===== src/sv/bpsd_pkg.sv =====
`timescale 1ns / 1ps
`default_nettype none
package bpsd_pkg;

  localparam int MAX_SUBS_DEF = 255;
  localparam int MAX_RUN_DEF  = 64;
  localparam int QUEUE_DEPTH  = 4;

  localparam logic [1:0] ST_DATA     = 2'd0;
  localparam logic [1:0] ST_BAD_HDR  = 2'd1;
  localparam logic [1:0] ST_OVERFLOW = 2'd2;

  typedef enum logic [2:0] {
    PH_FIRST_HI, PH_FIRST_LO, PH_HI, PH_LO, PH_COUNT, PH_PAIRS, PH_CODES, PH_DATA
  } phase_e;

  typedef enum logic [2:0] {
    CMD_PAIR_HI, CMD_PAIR_LO, CMD_CODE, CMD_EXPAND, CMD_BAD_HDR
  } cmd_e;

  typedef struct packed {
    cmd_e       kind;
    logic [7:0] data;
    logic [7:0] idx;
    logic       last_byte;
  } cmd_t;

  typedef enum logic [2:0] {
    BK_IDLE, BK_SEARCH, BK_CMP, BK_PAIR, BK_POP, BK_READ, BK_EMIT, BK_SINGLE
  } bk_state_e;

endpackage
`default_nettype wire


===== src/sv/bpsd_front.sv =====
`timescale 1ns / 1ps
`default_nettype none
module bpsd_front #(
  parameter int MAX_SUBS = bpsd_pkg::MAX_SUBS_DEF
) (
  input  logic            clk_i,
  input  logic            rst_ni,
  input  logic            in_valid_i,
  output logic            in_stall_o,
  input  logic [7:0]      in_byte_i,
  input  logic            stream_last_i,
  output logic            cmd_valid_o,
  output bpsd_pkg::cmd_t  cmd_o,
  input  logic            cmd_full_i
);
  import bpsd_pkg::*;

  phase_e      phase_q, phase_d;
  logic [7:0]  hh_q, hh_d;
  logic [15:0] left_q, left_d;
  logic [15:0] blen_q, blen_d;
  logic [7:0]  subs_q, subs_d;
  logic        err_q, err_d;

  logic        accept;
  logic [15:0] left_dec;
  logic [15:0] pair_pos;
  logic [7:0]  code_pos;
  logic [7:0]  cnt;
  logic [15:0] hdr;

  assign in_stall_o = cmd_full_i;
  assign accept     = in_valid_i && !cmd_full_i;
  assign left_dec   = left_q - 16'd1;
  assign pair_pos   = {7'd0, subs_q, 1'b0} - left_q;
  assign code_pos   = subs_q - left_q[7:0];
  assign cnt        = (in_byte_i > 8'(MAX_SUBS)) ? 8'(MAX_SUBS) : in_byte_i;
  assign hdr        = {hh_q, in_byte_i};

  always_comb begin
    phase_d     = phase_q;
    hh_d        = hh_q;
    left_d      = left_q;
    blen_d      = blen_q;
    subs_d      = subs_q;
    err_d       = err_q;
    cmd_valid_o = 1'b0;
    cmd_o       = '{kind: CMD_CODE, data: in_byte_i, idx: 8'd0, last_byte: 1'b0};
    if (accept) begin
      if (!err_q) begin
        unique case (phase_q)
          PH_FIRST_HI: begin
            hh_d    = in_byte_i;
            phase_d = PH_FIRST_LO;
          end
          PH_HI: begin
            hh_d    = in_byte_i;
            phase_d = PH_LO;
          end
          PH_FIRST_LO: begin
            if (hdr != 16'd0) begin
              err_d       = 1'b1;
              cmd_valid_o = 1'b1;
              cmd_o.kind  = CMD_BAD_HDR;
              phase_d     = PH_HI;
            end else begin
              phase_d = PH_COUNT;
            end
          end
          PH_LO: begin
            blen_d = hdr;
            if (hdr == 16'd0) begin
              phase_d = PH_COUNT;
            end else if (subs_q != 8'd0) begin
              left_d  = {8'd0, subs_q};
              phase_d = PH_CODES;
            end else begin
              left_d  = hdr;
              phase_d = PH_DATA;
            end
          end
          PH_COUNT: begin
            subs_d = cnt;
            if (cnt == 8'd0) begin
              phase_d = PH_HI;
            end else begin
              left_d  = {7'd0, cnt, 1'b0};
              phase_d = PH_PAIRS;
            end
          end
          PH_PAIRS: begin
            cmd_valid_o = 1'b1;
            cmd_o.kind  = pair_pos[0] ? CMD_PAIR_LO : CMD_PAIR_HI;
            cmd_o.idx   = pair_pos[8:1];
            left_d      = left_dec;
            if (left_dec == 16'd0) phase_d = PH_HI;
          end
          PH_CODES: begin
            cmd_valid_o = 1'b1;
            cmd_o.kind  = CMD_CODE;
            cmd_o.idx   = code_pos;
            left_d      = left_dec;
            if (left_dec == 16'd0) begin
              left_d  = blen_q;
              phase_d = PH_DATA;
            end
          end
          PH_DATA: begin
            cmd_valid_o     = 1'b1;
            cmd_o.kind      = CMD_EXPAND;
            cmd_o.idx       = subs_q;
            cmd_o.last_byte = (left_dec == 16'd0);
            left_d          = left_dec;
            if (left_dec == 16'd0) phase_d = PH_HI;
          end
        endcase
      end
      if (stream_last_i) begin
        phase_d = PH_FIRST_HI;
        err_d   = 1'b0;
        left_d  = 16'd0;
        hh_d    = 8'd0;
      end
    end
  end

  always_ff @(posedge clk_i or negedge rst_ni) begin
    if (!rst_ni) begin
      phase_q <= PH_FIRST_HI;
      hh_q    <= 8'd0;
      left_q  <= 16'd0;
      blen_q  <= 16'd0;
      subs_q  <= 8'd0;
      err_q   <= 1'b0;
    end else begin
      phase_q <= phase_d;
      hh_q    <= hh_d;
      left_q  <= left_d;
      blen_q  <= blen_d;
      subs_q  <= subs_d;
      err_q   <= err_d;
    end
  end

endmodule
`default_nettype wire


===== config.mk =====
export PLATFORM = sky130hd
export DESIGN_NAME = bpsd_front
export DESIGN_NICKNAME = d
export VERILOG_FILES = /design/src/sv/bpsd_pkg.sv /design/src/sv/bpsd_front.sv
export SDC_FILE = /design/constraint.sdc
export NUM_CORES = 1
export LEC_CHECK = 0
export ABC_AREA = 1
export BUFFER_PORTS_ARGS = -buffer_cell sky130_fd_sc_hd__buf_2
export CAP_MARGIN = 5
export CORE_MARGIN = 3
export CORE_UTILIZATION = 61
export DETAILED_ROUTE_END_ITERATION = 10
export PLACE_DENSITY_LB_ADDON = 0.25
export SYNTH_ARGS = -nofsm -noshare
export SYNTH_HDL_FRONTEND = slang
export SYNTH_SLANG_ARGS = --single-unit

===== constraint.sdc =====
create_clock -name clk_i -period 2.8 [get_ports clk_i]
set_clock_uncertainty 0.05 [all_clocks]
set_input_delay 0 -clock clk_i [delete_from_list [all_inputs] [get_ports clk_i]]
set_output_delay 0 -clock clk_i [all_outputs]
set_load 0.05 [all_outputs]

==> reports/metrics.cfg, run 1 <==
[status]
status = finished, final reports clean

[critical_path]
crit_fanout = 5
crit_type = flip-flop to output pin
cp-end-kind = output pin
reg2reg_setup_slack_ns = 0.25
arrival_ns = 2.54
worstSetupStartpointType = flip-flop
required_ns = 2.75

[power_and_ir_drop]
swShare = 0.541
p_leak_nw = 2.37
p_comb_frac = 0.628
power_density_nw_per_um2 = 935
seq_power_share = 0.265
internal_power_mw = 2.06
p_clk_frac = 0.107
ir_drop_mv = 0.579
p_switching_mw = 2.43

[logic_synthesis]
synth.distinct_cells = 42
synth_edf_count = 0
yosysTopAreaCellShare = 0.296
seq_area_frac_synth = 0.296
yosysWarnings = 0
synth_area_leaders = dfrtp_1 (30%), nand2_1 (18%), inv_1 (6.7%)
syn_area_sq_um = 4400
synth-simple-area-share = 0.381
synth_xor_area_frac = 0.00995
synth_seq_cells = 52
syn-instance-count = 670
syn-num-nets = 701
synth_flop_cell = dfrtp_1
yosysTopAreaCell = dfrtp_1
synth_top_family_by_area = simple AND/OR/NAND/NOR gates
synthMuxAreaShare = 0
synth_async_sr_flop_share = 1.00
synthAdderAreaFrac = 0.0546
avgSynthCellArea_sq_um = 6.57
synth_compound_area_frac = 0.152

[layout]
multi_input_area_sq_um = 2640
n_fill_cell = 632
final_cell_count_no_fill = 799
nNetsFinal = 733
layout_commonest_cell = nand2_1
most-common-layout-cells = nand2_1 (214), inv_1 (78), nor2_1 (52)
drive_gt1_frac = 0.152
area_growth_syn_to_layout_pct = 9.16
seqCellArea_sq_um = 1300
num_antenna_cells = 0

[global_routing]
grt_max_degree = 34
grt_pass1_vias = 4216
overflow = 0
antenna_found_initial = 0
track_usage = 0.308
grt_pass1_wl_um = 20700

[clock_tree]
cts.sinks = 52
cts_buffers = 5
path_clk_slew_ns = 0.10
clk_path_buf_depth = 2
ctsRootBufferMaster = clkbuf_8
insertion_delay_ns = 0.32
cts_tree = yes
htreeDepth = 2

[floorplan]
coreArea_sq_um = 6910
fp.dieW_um = 90.9
num_rows = 30
initial_core_util = 0.637
die_h_um = 90.9
ios = 35
dieArea_sq_um = 8270

[timing]
slew_viol_final = 0
hold_violations = 0
worst_slew_pin_slew_ns = 0.761
rsz0062_at_grt = no
period_needed_ns = 2.59
setup_tns_ns = 0
setup_viol = 0
min_period_over_period = 0.924
slew_headroom = 0.493
fmax_mhz = 387

[routing]
dr.pass1.iters = 6
num_vias = 4570
ant_nets = 0
drtIter0Drc = 532
drt-total-wl_um = 12400
via_per_inst = 5.72
route.detailed.drc = 0
wl_per_cell_um = 15.6

[placed_design]
io_buffer_count = 34
dp_hpwl_um = 9550
place_congestion = 0.966
dp_cells = 786

[run]
maxCapViolations = 0

[worst_hold_path]
hp-class = primary input to flip-flop

==> synth_stat cells (all sizes together) (3+ instances only) <==
cell type  count
a221oi         6
o21ai         41
nor3           8
ha            16
xnor2          3
o22ai          8
nand3b         4
a21oi         50
o211ai         3
nand3         44
buf           17
nor2          68
dfrtp         52
clkbuf        10
nand4         10
inv           82
a31oi          4
nand2        227
==> routing by layer <==
metal / share of wire / wire length, um / global-route usage / vias to the layer above
li1: - / - / - / 2234
met1: 0.42 / 5240 / 0.432 / 2054
met2: 0.46 / 5720 / 0.492 / 246
met3: 0.091 / 1130 / 0.0406 / 36
met4: 0.028 / 343 / 0.102 / 0
met5: 0 / 0 / 0 / -
==> area by class of cell <==
class,instances,area share
clock buffer,5,0.0143
timing repair buffer,52,0.0675
inverter,83,0.0649
sequential,52,0.271
tap,96,0.0250
clock inverter,3,0.00703
multi-input combinational,508,0.550
==> registers in the layout, indices dropped and copies added, names as in the netlist <==
signal,count
blen_q,16
err_q,1
hh_q,8
left_q,16
phase_q,3
subs_q,8
==> final timing paths <==
kind	from	endpoint	depth (start not counted)
setup / recovery	left_q[1]	cmd_o[0]	11
hold / removal	cmd_full_i	err_q	4
setup reg to reg	left_q[1]	phase_q[0]	13
hold reg to reg	blen_q[1]	blen_q[1]	2
max in group asynchronous	rst_ni	left_q[10]	3
min in group asynchronous	rst_ni	left_q[9]	2
==> worst max-delay path, stage by stage (launching register included) <==
cell	delay (ns)
dfrtp_1	0.44
inv_1	0.20
ha_2	0.30
nand2_4	0.10
nor2_4	0.16
nor2_1	0.06
nor2_2	0.19
nand4_1	0.14
nor3_1	0.14
nand4_1	0.10
nor2_1	0.13
clkbuf_4	0.25
==> power groups by stage <==
stage	Combinational (mW)	Sequential (mW)	Clock, mW
CTS	2.75	1.18	0.482
global placement	2.66	1.19	0
finish	2.82	1.19	0.480
floorplan	2.21	1.09	0
global route	3.19	1.21	0.515
detailed placement	2.72	1.19	0
==> repair_timing <==
action | in CTS | in global routing
hold endpoints to repair | 36 | 0
hold buffers | 4 | 0
endpoints found under the setup margin | 0 | 4
setup buffers | 0 | 1
gates resized for setup | 0 | 12
==> through the flow <==
stage | power, mW | setup WS [ns] | hold WS [ns] | area, sq um | util
5_1_grt | 4.92 | 0.0142 | 0.00956 | 4800 | 0.695
3_5_place_dp | 3.92 | 0.308 | 0.0631 | 4630 | 0.670
2_1_floorplan | 3.30 | 0.426 | -0.346 | 4400 | -
6_report | 4.49 | 0.214 | 0.00519 | 4800 | 0.695
4_1_cts | 4.41 | 0.0276 | 0.00499 | 4770 | 0.691
3_3_place_gp | 3.84 | 0.366 | 0.0688 | 4630 | 0.670
==> logic make-up after synthesis <==
group,count (synthesis)
AND/OR/NAND/NOR,366
AO/OA/AOI/OAI,119
buffers and inverters,110
flip-flops,52
adder cells (fa/ha/maj),18
XOR/XNOR,5
Note: power is estimated with default switching activity, not from simulation.
==> run 2, diff against run 1 <==
Settings changed: BUFFER_PORTS_ARGS -buffer_cell sky130_fd_sc_hd__buf_2 to not set, CORE_UTILIZATION 61 to 65, DONT_BUFFER_PORTS set to 1, PLACE_DENSITY set to 0.81, PLACE_DENSITY_LB_ADDON 0.25 to not set, REMOVE_ABC_BUFFERS set to 1.
==> run 2 against run 1 <==
  * Flip-flop and latch count stayed put
  * Via count up 1.8%
  * Wire length rose by 4.9%
  * Global-route usage is 4.0 points higher
  * Non-clock buffer count shrank 15
  * Die area fell by 5.8%
  * Cell count is 4.3% lower
  * Combinational power increased by 2%
  * Critical path depth increased by 6
  * Sequential power barely moved
  * Maximum frequency shrank 3.1%
  * Critical path type unchanged
  * Register-to-register slack got worse by 0.02 ns
==> reports/metrics.cfg, run 2 (synthesized netlist as in run 1, its figures left out) <==
[clock_tree]
cts_buffers = 5  ; unchanged
htreeDepth = 2  ; unchanged
cts_tree = yes
path_clk_slew_ns = 0.11  ; about the same
ctsRootBufferMaster = clkbuf_8
cts.sinks = 52  ; unchanged
insertion_delay_ns = 0.33  ; about the same
clk_path_buf_depth = 2  ; unchanged

[routing]
drt-total-wl_um = 13000  ; +4.9%
dr.pass1.iters = 6  ; unchanged
drtIter0Drc = 455  ; -14%
wl_per_cell_um = 17.0  ; +9.6%
via_per_inst = 6.08  ; +6.3%
met1_length_um = 5580  ; +6.5%
route.detailed.drc = 0  ; unchanged
ant_nets = 0  ; unchanged
wl_met3_um = 1260  ; +11%
num_vias = 4653  ; +1.8%
met2_length_um = 5830  ; +1.9%
top_layer = met4

[placed_design]
place_congestion = 0.954  ; -1.2%
io_buffer_count = 0  ; -100%
dp_cells = 740  ; -5.9%
dp_hpwl_um = 9440  ; -1.2%
dpl_cell_area_sq_um = 4550  ; -1.6%
dpl_worst_slack_ns = 0.238  ; -0.0693 ns

[floorplan]
initial_core_util = 0.681  ; +0.0442
coreArea_sq_um = 6460  ; -6.5%
fp.dieW_um = 88.3  ; -2.9%
num_rows = 29  ; -3.3%
ios = 35  ; unchanged
dieArea_sq_um = 7790  ; -5.8%
die_h_um = 88.3  ; -2.9%

[global_routing]
antenna_found_initial = 0  ; unchanged
overflow = 0  ; unchanged
grt_max_degree = 53  ; +56%
grt_pass1_vias = 4314  ; +2.3%
grt_pass1_wl_um = 21200  ; +2.3%
track_usage = 0.348  ; +0.0400

[timing]
rsz0062_at_grt = yes
fmax_mhz = 375  ; -3.1%
min_period_over_period = 0.953  ; +0.0298
layout_setup_ws_ns = 0.131  ; -0.0836 ns
period_needed_ns = 2.67  ; +0.0835 ns
hold_violations = 0  ; unchanged
slew_viol_final = 0  ; unchanged
slew_headroom = 0.524  ; +0.0310
worst_slew_pin_slew_ns = 0.712  ; -0.0488 ns
setup_tns_ns = 0  ; unchanged
setup_viol = 0  ; unchanged
whs_ns = 0.126  ; +0.120 ns

[critical_path]
crit_fanout = 2  ; -3
arrival_ns = 2.62  ; +0.08 ns
rr_worst_depth = 9  ; -4
cp-end-kind = output pin
crit_type = flip-flop to output pin
required_ns = 2.75  ; about the same
worstSetupStartpointType = flip-flop
timing.rr.end = phase_q[2]
reg2reg_setup_slack_ns = 0.23  ; -0.02 ns
regToRegStartpoint = phase_q[0]

[status]
status = finished, final reports clean

[power_and_ir_drop]
power_density_nw_per_um2 = 934  ; -0.14%
p_leak_nw = 2.33  ; -1.4%
ir_drop_mv = 0.522  ; -9.9%
finalPower_mw = 4.56  ; +1.6%

[layout]
drive_gt1_frac = 0.132  ; -0.0199
nNetsFinal = 718  ; -2.0%
num_antenna_cells = 0  ; unchanged
most-common-layout-cells = nand2_1 (213), inv_1 (77), nor2_1 (49)
utilization = 0.756  ; +0.0610
reg_top3 = blen_q x16, left_q x16
area_growth_syn_to_layout_pct = 11.0
n_fill_cell = 531  ; -16%
fin_area_sq_um = 4890  ; +1.7%
layout_commonest_cell = nand2_1
final_cell_count_no_fill = 765  ; -4.3%

[worst_hold_path]
hold_start = in_byte_i[5]
hold_path_end = phase_q[1]
hold_depth = 6  ; +2
hp-class = primary input to flip-flop

[run]
maxCapViolations = 0  ; unchanged

## run 2: cell count changes in the layout (fill, tap and decap cells not counted), moves of 2 or more
cell,change
buf_4,+2
dfrtp_2,+2
nor2_1,-3
a21oi_2,+2
nor2_2,+3
dlygate4sd3_1,+10
buf_12,+6
buf_2,-32
dfrtp_1,-2
a21oi_1,-2
## run 2: per-layer routing
metal  track usage  vias up
li1              -     2210
met5             0        -
met4         0.126        0
met1         0.489     2151
met2         0.537      252
met3        0.0680       40
## run 2: report_power, final
part	internal [mW]	leakage (nW)	switching, mW
logic	0.933	1.58	1.95
registers	0.946	0.703	0.245
clock network	0.189	0.0515	0.294
total	2.07	2.33	2.49
## run 2: final cells by class
| class | count | area, sq um | area share |
|---|---|---|---|
| Tap cell | 77 | 96.3 | 0.0197 |
| Clock buffer | 5 | 68.8 | 0.0141 |
| Timing Repair Buffer | 37 | 408 | 0.0835 |
| Multi-Input combinational cell | 508 | 2660 | 0.545 |
| Sequential cell | 52 | 1310 | 0.267 |
| Clock inverter | 3 | 33.8 | 0.00691 |
| Inverter | 83 | 312 | 0.0638 |
## run 2: critical path: stages (launching register included)
cell,delay [ns]
dfrtp_2,0.43
inv_2,0.07
ha_1,0.13
inv_1,0.06
fa_1,0.39
nand2_1,0.11
nand2_1,0.07
a21oi_2,0.13
or2_2,0.13
nand2_1,0.05
nand2_1,0.05
nand2_1,0.07
a21oi_2,0.11
o21ai_0,0.10
nand3_1,0.09
nand2_1,0.05
inv_1,0.09
buf_12,0.14
## run 2: how the worst max path moves through the flow
stage                           from         end  cells after the start
after floorplan           phase_q[2]    cmd_o[3]                      4
after global placement     left_q[1]  left_q[12]                     16
after detailed placement   left_q[1]   left_q[1]                     15
after CTS                  left_q[1]    cmd_o[0]                     10
after global routing       subs_q[0]    cmd_o[7]                     17
final                      subs_q[0]    cmd_o[7]                     17
## run 2: what timing repair did
item                                    CTS  global route
resized for setup                         0            15
hold buffers                             15             0
buffers inserted                          0             2
endpoints found under the setup margin    0            22
hold endpoints to repair                 98             0
