--- src/sv/bpsd_pkg.sv ---
`timescale 1ns / 1ps
`default_nettype none
package bpsd_pkg;

  localparam int MAX_SUBS_DEF = 255;
  localparam int MAX_RUN_DEF  = 64;
  localparam int QUEUE_DEPTH  = 4;

  localparam logic [1:0] ST_DATA     = 2'd0;
  localparam logic [1:0] ST_BAD_HDR  = 2'd1;
  localparam logic [1:0] ST_OVERFLOW = 2'd2;

  typedef enum logic [2:0] {
    PH_FIRST_HI, PH_FIRST_LO, PH_HI, PH_LO, PH_COUNT, PH_PAIRS, PH_CODES, PH_DATA
  } phase_e;

  typedef enum logic [2:0] {
    CMD_PAIR_HI, CMD_PAIR_LO, CMD_CODE, CMD_EXPAND, CMD_BAD_HDR
  } cmd_e;

  typedef struct packed {
    cmd_e       kind;
    logic [7:0] data;
    logic [7:0] idx;
    logic       last_byte;
  } cmd_t;

  typedef enum logic [2:0] {
    BK_IDLE, BK_SEARCH, BK_CMP, BK_PAIR, BK_POP, BK_READ, BK_EMIT, BK_SINGLE
  } bk_state_e;

endpackage
`default_nettype wire

--- src/sv/bpsd_queue.sv ---
`timescale 1ns / 1ps
`default_nettype none
module bpsd_queue (
  input  logic           clk_i,
  input  logic           rst_ni,
  input  logic           push_i,
  input  bpsd_pkg::cmd_t push_cmd_i,
  output logic           full_o,
  output logic           valid_o,
  output bpsd_pkg::cmd_t cmd_o,
  input  logic           pop_i
);
  import bpsd_pkg::*;

  localparam int PW = $clog2(QUEUE_DEPTH);
  localparam int CW = $clog2(QUEUE_DEPTH + 1);

  cmd_t          slot_q [QUEUE_DEPTH];
  logic [PW-1:0] wr_q, rd_q;
  logic [CW-1:0] cnt_q;
  logic          do_push, do_pop;

  assign full_o  = (cnt_q == CW'(QUEUE_DEPTH));
  assign valid_o = (cnt_q != '0);
  assign cmd_o   = slot_q[rd_q];
  assign do_push = push_i && !full_o;
  assign do_pop  = pop_i && valid_o;

  always_ff @(posedge clk_i) begin
    if (do_push) slot_q[wr_q] <= push_cmd_i;
  end

  always_ff @(posedge clk_i or negedge rst_ni) begin
    if (!rst_ni) begin
      wr_q  <= '0;
      rd_q  <= '0;
      cnt_q <= '0;
    end else begin
      if (do_push) wr_q <= wr_q + PW'(1);
      if (do_pop)  rd_q <= rd_q + PW'(1);
      if (do_push && !do_pop)      cnt_q <= cnt_q + CW'(1);
      else if (do_pop && !do_push) cnt_q <= cnt_q - CW'(1);
    end
  end

endmodule
`default_nettype wire

--- config.mk ---
export PLATFORM = sky130hd
export DESIGN_NAME = bpsd_queue
export DESIGN_NICKNAME = d
export VERILOG_FILES = /design/src/sv/bpsd_pkg.sv /design/src/sv/bpsd_queue.sv
export SDC_FILE = /design/constraint.sdc
export NUM_CORES = 1
export LEC_CHECK = 0
export BUFFER_PORTS_ARGS = -buffer_cell sky130_fd_sc_hd__buf_4
export CORE_UTILIZATION = 51
export DETAILED_ROUTE_END_ITERATION = 8
export GPL_TIMING_DRIVEN = 0
export PLACE_DENSITY = 0.82
export SETUP_SLACK_MARGIN = 0.05
export SLEW_MARGIN = 20
export SYNTH_ARGS = -nofsm -noshare
export SYNTH_HDL_FRONTEND = slang
export SYNTH_SLANG_ARGS = --single-unit
--- constraint.sdc ---
create_clock -name clk_i -period 2 [get_ports clk_i]
set_input_delay 0.2 -clock clk_i [delete_from_list [all_inputs] [get_ports clk_i]]
set_output_delay 0.2 -clock clk_i [all_outputs]
set_load 0.05 [all_outputs]
==> flow_summary.yaml, run 1 <==
status:
  outcome: "completed"
grt:
  gr-total-overflow: 0
  first_global_vias: 1732
  grt_usage: 0.172
  grt_pass1_wl_mm: 8.67
  grt_start_max_net_pins: 21
  antenna_found_initial: 0
power_and_ir_drop:
  pwr-share-clk: 0.165
  power.switching_mw: 2.62
  comb_power_share: 0.465
  p_leak_nw: 1.56
  netSwitchingFraction: 0.375
  peakVddDrop_mv: 1.16
  power.total_mw: 6.98
  power_frac_seq: 0.370
  p_int_mw: 4.36
  powerDensity_nw_per_um2: 1650
logic_synthesis:
  ys_seq_elements: 87
  synth_area_leaders: "edfxtp_1 71%, mux4_1 15%, dfrtp_1 5.2%"
  synth_area_per_cell_um2: 24.5
  syn-num-nets: 169
  synthTopCellsByCount: "80 x edfxtp_1, 20 x mux4_1, 7 x dfrtp_1, 5 x ha_1"
  synth.distinct_cells: 20
  synth_edf_count: 80
  async_reset_ff_frac: 0.0805
  synth-main-ff-cell: "edfxtp_1"
  seq_area_frac_synth: 0.758
  syn-instance-count: 139
  synth_top_area_frac: 0.707
  synth_top_cell_by_area: "edfxtp_1"
  yosysMostFrequentCell: "edfxtp_1"
  synth_area_um2: 3400
  ys_warn_count: 0
setup_path:
  crit_slowest_cell: "dfrtp_2"
  crit_required_ns: 2.24
  rrSetupSlack_ns: 0.04
  r2r_end: "cnt_q[1]$_DFFE_PN0P_"
  setup.worst_path.end_class: "register"
  cp_cell_sequence: "buf_12 > nor3b_4 > nor2b_4 > ha_4 > inv_2 > fa_2 > mux2_4"
  worstPathArrival_ns: 2.19
  worst_setup_path_start_kind: "register"
  critical_path.max_stage_delay_ns: 0.45
  cp_max_fo: 3
  reg2reg_from: "cnt_q[1]$_DFFE_PN0P_"
  path_class: "reg -> reg"
  reg2reg_depth: 7
sta:
  clock_skew_ns: 0.00385
  hold_viol: 0
  rsz0062_at_grt: "yes"
  period_minus_slack_ns: 1.96
  fin_ws_ns: 0.0448
  hold_ws_ns: 0.0471
  max_freq_mhz: 511
  slew-limit-headroom: 0.625
  drv_slew: 0
  worstMarginPinSlew_ns: 0.563
  setup-violations-final: 0
  setup_tns_ns: 0
  period_share: 0.978
routing:
  wl_per_cell_um: 19.7
  viasPerCell: 5.48
  first_iter_violations: 69
  via_count: 1584
  drc: 0
  ant_nets: 0
  dr.pass1.iters: 4
  routed_wl_mm: 5.69
floorplanning:
  ios: 46
  initial_core_util: 0.532
  coreArea_um2: 6390
  die_h_um: 83.6
  rows: 29
  die-area_um2: 7000
  die_w_um: 83.6
placement:
  port_buffers: 45
  gp_congestion: 0.677
  pre_cts_slack_ns: -0.00526
  place.detailed.hpwl_mm: 3.49
  placed_area_um2: 3850
  placed_cells: 261
clocking:
  clk_pin_slew_ns: 0.08
  cts_buffers: 9
  htreeDepth: 3
  clk_latency_ns: 0.35
  numClockSinks: 87
  cts_tree: "done"
  root_buffer: "clkbuf_8"
  clockBufferDepth: 2
hold_path:
  holdPathEnd: "slot_q[3][19]$_DFFE_PP_"
  hold_depth: 1
  hp-class: "in -> reg"
  min_from: "push_cmd_i[19]"
final_layout:
  drive_gt1_frac: 0.458
  final_cells: 289
  final_area_um2: 4220
  antenna_cells: 0
  fin_util: 0.660
  syn_to_final_growth_pct: 24.1
  layout.nets: 237
run:
  drv_cap: 0
layout by cell type (no fill, tap or decap), drive strengths merged:
| cell type | instances |
|---|---|
| edfxtp | 80 |
| mux4 | 20 |
| clkbuf | 14 |
| nand3 | 1 |
| mux2 | 2 |
| nand2 | 1 |
| xor2 | 2 |
| fa | 1 |
| nor3b | 1 |
| ha | 5 |
| inv | 4 |
| nor2b | 1 |
| dlygate4sd3 | 1 |
| and2 | 4 |
| nor2 | 1 |
| buf | 60 |
| or3 | 1 |
| dfrtp | 7 |
| clkinvlp | 1 |
| clkinv | 1 |
| xnor2 | 4 |
registers in the layout, summed over array words and instances, names as in the netlist:
name,cells
rd_q,2
wr_q,2
slot_q,80
cnt_q,3
final cells by class:
cell class	count	area, um2
multi-input cells	44	781
inverters	3	11.3
clock inverters	3	25.0
repair buffers	58	504
clock buffers	13	169
well taps	77	96.3
plain buffers	4	50.0
flip-flops and latches	87	2580
fillers	429	2170
power groups by stage:
stage / clock network [mW] / logic [mW] / registers [mW]
2_1_floorplan: 0 / 2.09 / 2.57
3_3_place_gp: 0 / 2.75 / 2.59
3_5_place_dp: 0 / 2.83 / 2.63
4_1_cts: 1.18 / 3.00 / 2.59
5_1_grt: 1.25 / 3.40 / 2.62
6_report: 1.15 / 3.24 / 2.58
layer usage:
| metal | track usage | share of wire |
|---|---|---|
| met3 | 0.0396 | 0.050 |
| met5 | 0 | 0 |
| met1 | 0.202 | 0.40 |
| met2 | 0.293 | 0.54 |
| met4 | 0.0986 | 0.011 |
logic make-up (layout without fill, tap and decap cells):
group,count (synthesis),in the layout,share of synthesized area
buffers and inverters,8,81,0.0158
XOR/XNOR,6,6,0.0155
AND/OR/NAND/NOR,10,10,0.0239
multiplexers,22,22,0.162
flip-flops,87,87,0.758
adder cells (fa/ha/maj),6,6,0.0243
critical path, delay by kind of cell, from the launching register on:
| kind | cells | cell delay (ns) |
|---|---|---|
| mux | 1 | 0.29 |
| flops | 1 | 0.45 |
| simple gates | 2 | 0.32 |
| buf+inv | 2 | 0.19 |
| fa+ha+maj | 2 | 0.61 |
worst max path at each step:
stage / from / to / slack (ns) / depth (start not counted)
6_report: cnt_q[1]$_DFFE_PN0P_ / cnt_q[1]$_DFFE_PN0P_ / 0.04 / 7
4_1_cts: cnt_q[1]$_DFFE_PN0P_ / cnt_q[2]$_DFFE_PN0P_ / 0.02 / 8
3_3_place_gp: cnt_q[1]$_DFFE_PN0P_ / cnt_q[2]$_DFFE_PN0P_ / 0.06 / 8
2_1_floorplan: cnt_q[1]$_DFFE_PN0P_ / cnt_q[1]$_DFFE_PN0P_ / -0.17 / 7
5_1_grt: cnt_q[0]$_DFFE_PN0P_ / cnt_q[2]$_DFFE_PN0P_ / -0.05 / 8
3_5_place_dp: cnt_q[1]$_DFFE_PN0P_ / cnt_q[2]$_DFFE_PN0P_ / -0.005 / 8
repair_timing:
action / 4_1_cts / 5_1_grt
hold endpoints to repair: 7 / 0
hold buffers: 1 / 0
setup endpoints to repair: 20 / 18
buffers inserted: 6 / 6
pin swaps: 5 / 3
resized for setup: 10 / 17
(Power assumes the default switching activity.)
==> run 2, diff against run 1 <==
Clock period 2 ns to 1.6 ns, I/O delays scaled along.
==> flow_summary.yaml, run 2 (synthesis gave the netlist of run 1 again) <==
status:
  outcome: "complete, but fails checks"
  violations: "setup timing"
sta:
  setup-violations-final: 105
  max_freq_mhz: 518
  rsz0062_at_grt: "yes"
  hold_viol: 0
  period_minus_slack_ns: 1.93
  drv_slew: 0
  worstMarginPinSlew_ns: 0.299
  period_share: 1.21
  fin_ws_ns: -0.332
  setup_tns_ns: -8.25
  clock_skew_ns: 0.00781
  slew-limit-headroom: 0.801
grt:
  grt_usage: 0.197
  first_global_vias: 1749
  grt_pass1_wl_mm: 9.81
  antenna_found_initial: 0
  gr-total-overflow: 0
  grt_start_max_net_pins: 14
clocking:
  clk_pin_slew_ns: 0.08
  root_buffer: "clkbuf_8"
  clockBufferDepth: 2
  clk_latency_ns: 0.34
  cts_buffers: 9
  htreeDepth: 3
  cts_tree: "done"
  numClockSinks: 87
floorplanning:
  ios: 46
  rows: 29
  initial_core_util: 0.532
  die_h_um: 83.6
  coreArea_um2: 6390
  die_w_um: 83.6
  die-area_um2: 7000
run:
  drv_cap: 0
final_layout:
  largest_reg_flops: 80
  multi_input_area_um2: 835
  fillCellCount: 388
  layout_common_cells: "80 x edfxtp_1, 36 x buf_4, 23 x buf_6, 20 x mux4_2, 16 x and2_4"
  final_cells: 311
  drive_gt1_frac: 0.547
  largest_registers: "slot_q (80), cnt_q (3)"
  seqCellArea_um2: 2580
  final_common_cell: "edfxtp_1"
  top_register: "slot_q"
  layout.nets: 260
  syn_to_final_growth_pct: 31.1
  antenna_cells: 0
power_and_ir_drop:
  peakVddDrop_mv: 1.48
  power.total_mw: 9.56
  p_leak_nw: 1.64
  powerDensity_nw_per_um2: 2150
routing:
  routed_wl_mm: 6.99
  dr.pass1.iters: 4
  via_count: 1758
  wl_per_cell_um: 22.5
  first_iter_violations: 129
  drc: 0
  ant_nets: 0
  viasPerCell: 5.65
setup_path:
  worstPathArrival_ns: 2.19
  cp_max_fo: 2
  crit_required_ns: 1.86
  setup.worst_path.end_class: "register"
  path_class: "reg -> reg"
  worst_setup_path_start_kind: "register"
placement:
  place.detailed.hpwl_mm: 3.35
  gp_congestion: 0.650
  port_buffers: 45
  placed_cells: 261
hold_path:
  hp-class: "in -> reg"
run 2: timing repair:
action,4_1_cts,5_1_grt
hold buffers,1,4
setup endpoints to repair,103,105
hold endpoints to repair,7,15
gates cloned,4,10
setup buffers,12,6
pin swaps,9,7
gates resized for setup,58,19
run 2: final cells by class:
| type | instances | area share |
|---|---|---|
| Timing Repair Buffer | 69 | 0.152 |
| Multi-Input combinational cell | 56 | 0.187 |
| Inverter | 3 | 0.00253 |
| Buffer | 4 | 0.0112 |
| Sequential cell | 87 | 0.579 |
| Clock inverter | 4 | 0.0160 |
| Tap cell | 77 | 0.0216 |
| Clock buffer | 11 | 0.0295 |
run 2: path summary, 6_finish.rpt:
kind / from / end / slack (ns) / cells past startpoint
worst max-delay path: cnt_q[1]$_DFFE_PN0P_ / cnt_q[2]$_DFFE_PN0P_ / -0.33 / 8
worst min-delay path: push_cmd_i[0] / slot_q[3][0]$_DFFE_PP_ / 0.02 / 1
worst max register to register: cnt_q[1]$_DFFE_PN0P_ / cnt_q[2]$_DFFE_PN0P_ / -0.33 / 8
worst min register to register: wr_q[1]$_DFFE_PN0P_ / wr_q[1]$_DFFE_PN0P_ / 0.59 / 1
max in group asynchronous: rst_ni / rd_q[0]$_DFFE_PN0P_ / 1.30 / 2
min in group asynchronous: rst_ni / wr_q[1]$_DFFE_PN0P_ / 0.16 / 2
run 2: report_power, final:
| part | switching, mW | internal, mW | leakage (nW) |
|---|---|---|---|
| Combinational | 2.62 | 2.13 | 0.727 |
| Sequential | 0.213 | 3.04 | 0.812 |
| Clock | 0.701 | 0.867 | 0.0971 |
run 2: stage by stage:
stage / util / worst slack (ns) / instance area, um2 / hold WS (ns)
global placement: 0.603 / -0.330 / 3850 / -0.0256
global route: 0.698 / -0.414 / 4460 / -0.000382
CTS: 0.661 / -0.274 / 4220 / 0.00106
detailed placement: 0.603 / -0.407 / 3850 / -0.0199
finish: 0.698 / -0.332 / 4460 / 0.0153
floorplan: - / -0.568 / 3420 / -0.136
run 2: worst max-delay path, stage by stage, from the launching register on:
cell	delay (ns)
dfrtp_2	0.42
or3_4	0.42
nand2_4	0.08
ha_4	0.13
inv_2	0.03
fa_2	0.33
xor2_1	0.15
nor2_1	0.11
xor2_1	0.18
run 2: layer usage:
| metal | wire [um] | track usage | vias up | part of all wire |
|---|---|---|---|---|
| met2 | 3610 | 0.321 | 66 | 0.52 |
| met1 | 2890 | 0.254 | 918 | 0.41 |
| met4 | 120 | 0.0755 | 0 | 0.017 |
| li1 | - | - | 763 | - |
| met5 | 0 | 0 | - | 0 |
| met3 | 368 | 0.0564 | 11 | 0.053 |
==> run 3, diff against run 2 <==
Settings changed: REMOVE_ABC_BUFFERS set to 1, TNS_END_PERCENT set to 1.
==> flow_summary.yaml, run 3 (synthesis gave the netlist of run 1 again) <==
setup_path:
  r2r_end: "cnt_q[2]$_DFFE_PN0P_"
  worstPathArrival_ns: 2.18
  crit_start: "cnt_q[1]$_DFFE_PN0P_"
  reg2reg_from: "cnt_q[1]$_DFFE_PN0P_"
  worst_setup_path_start_kind: "register"
  endpoint: "cnt_q[2]$_DFFE_PN0P_"
  rrSetupSlack_ns: -0.35
  setup.worst_path.end_class: "register"
  path_class: "reg -> reg"
  crit_required_ns: 1.83
  cp_max_fo: 3
  reg2reg_depth: 8
grt:
  grt_usage: 0.180
  grt_start_max_net_pins: 22
  grt_pass1_wl_mm: 9.24
  gr-total-overflow: 0
  first_global_vias: 1709
  antenna_found_initial: 0
power_and_ir_drop:
  power.total_mw: 8.70
  netSwitchingFraction: 0.376
  comb_power_share: 0.450
  powerDensity_nw_per_um2: 2080
  power.switching_mw: 3.27
  p_int_mw: 5.43
  p_leak_nw: 1.48
  pwr-share-clk: 0.164
  peakVddDrop_mv: 1.31
  power_frac_seq: 0.386
routing:
  wl_met3_um: 312
  wl_per_cell_um: 20.0
  dr.pass1.iters: 4
  viasPerCell: 5.44
  drc: 0
  m1WireLength_mm: 2.37
  routed_wl_mm: 5.75
  via_count: 1566
  top_layer: "met4"
  ant_nets: 0
  wl_met2_mm: 2.98
  first_iter_violations: 90
status:
  violations: "setup timing"
  outcome: "complete, but fails checks"
final_layout:
  fillCellCount: 413
  largest_reg_flops: 80
  final_cells: 288
  largest_registers: "slot_q (80), cnt_q (3)"
  drive_gt1_frac: 0.474
  antenna_cells: 0
  syn_to_final_growth_pct: 23.0
  layout.nets: 236
  final_common_cell: "edfxtp_1"
  layout_common_cells: "80 x edfxtp_1, 28 x buf_4, 21 x buf_6, 20 x mux4_2, 10 x dlygate4sd3_1"
  top_register: "slot_q"
sta:
  hold_viol: 0
  hold_ws_ns: 0.0114
  fin_ws_ns: -0.349
  setup-violations-final: 103
  worstMarginPinSlew_ns: 0.565
  max_freq_mhz: 513
  slew-limit-headroom: 0.623
  period_minus_slack_ns: 1.95
  rsz0062_at_grt: "yes"
  drv_slew: 0
  clock_skew_ns: 0.00773
  period_share: 1.22
floorplanning:
  ios: 46
  die_w_um: 83.6
  die-area_um2: 7000
  coreArea_um2: 6390
  die_h_um: 83.6
  rows: 29
  initial_core_util: 0.532
placement:
  port_buffers: 45
  placed_cells: 256
  place.detailed.hpwl_mm: 3.34
  pre_cts_slack_ns: -0.580
  gp_congestion: 0.709
clocking:
  clk_latency_ns: 0.34
  cts_buffers: 9
  numClockSinks: 87
  root_buffer: "clkbuf_8"
  clockBufferDepth: 2
  clk_pin_slew_ns: 0.08
  cts_tree: "done"
  htreeDepth: 3
run:
  drv_cap: 0
hold_path:
  hp-class: "in -> reg"
==> run 3: changes by cell type in the layout (fill, tap and decap cells not counted), sizes merged <==
cell / delta
dlygate4sd3: +5
clkinv: +1
buf: -14
and2: -12
clkbuf: -2
bufinv: -1
==> run 3: layer usage <==
| layer | GRT usage | vias to the layer above |
|---|---|---|
| met5 | 0 | - |
| met4 | 0.0724 | 0 |
| met3 | 0.0544 | 10 |
| met2 | 0.296 | 57 |
| met1 | 0.225 | 801 |
| li1 | - | 698 |
==> run 3: cell type report <==
cell class | count | area (um2) | area share
sequential | 87 | 2580 | 0.618
multi-input combinational | 44 | 721 | 0.172
timing repair buffer | 61 | 587 | 0.140
clock buffer | 12 | 135 | 0.0323
tap | 77 | 96.3 | 0.0230
clock inverter | 4 | 46.3 | 0.0111
inverter | 3 | 11.3 | 0.00269
==> run 3: through the flow <==
stage / instance area (um2) / util / TNS [ns]
final: 4180 / 0.655 / -14.27
after global routing: 4180 / 0.655 / -22.20
after CTS: 4120 / 0.645 / -15.88
after detailed placement: 3790 / 0.594 / -27.57
after global placement: 3790 / 0.594 / -20.63
after floorplan: 3360 / - / -22.32
==> run 3: worst min-delay path by stage <==
stage	startpoint	endpoint	slack (ns)	depth (start not counted)
2_1_floorplan	rst_ni	cnt_q[0]$_DFFE_PN0P_	-0.14	0
3_3_place_gp	rst_ni	rd_q[0]$_DFFE_PN0P_	-0.03	1
3_5_place_dp	rst_ni	rd_q[0]$_DFFE_PN0P_	-0.02	1
4_1_cts	push_cmd_i[19]	slot_q[0][19]$_DFFE_PP_	0.0000001	1
5_1_grt	push_cmd_i[18]	slot_q[0][18]$_DFFE_PP_	0.002	1
6_report	push_cmd_i[7]	slot_q[2][7]$_DFFE_PP_	0.01	1
==> run 3: critical path: stages, from the launching register on <==
cell and delay [ns]:
dfrtp_2 0.44, or3_4 0.41, nand2_4 0.09, ha_4 0.14, inv_2 0.04, fa_2 0.33
xor2_1 0.16, nor2_1 0.07, xor2_1 0.16
==> run 3: power groups by stage <==
stage | registers [mW] | clock network [mW] | logic [mW]
2_1_floorplan | 3.34 | 0 | 2.37
4_1_cts | 3.35 | 1.44 | 3.95
3_3_place_gp | 3.43 | 0 | 3.11
3_5_place_dp | 3.50 | 0 | 3.18
5_1_grt | 3.39 | 1.54 | 4.12
6_report | 3.36 | 1.43 | 3.92
==> run 3: timing repair <==
action / 4_1_cts / 5_1_grt
gates resized for setup: 55 / 0
setup endpoints to repair: 104 / 104
hold buffers: 4 / 6
pin swaps: 5 / 1
buffers inserted: 6 / 0
endpoints found under the hold margin: 15 / 22
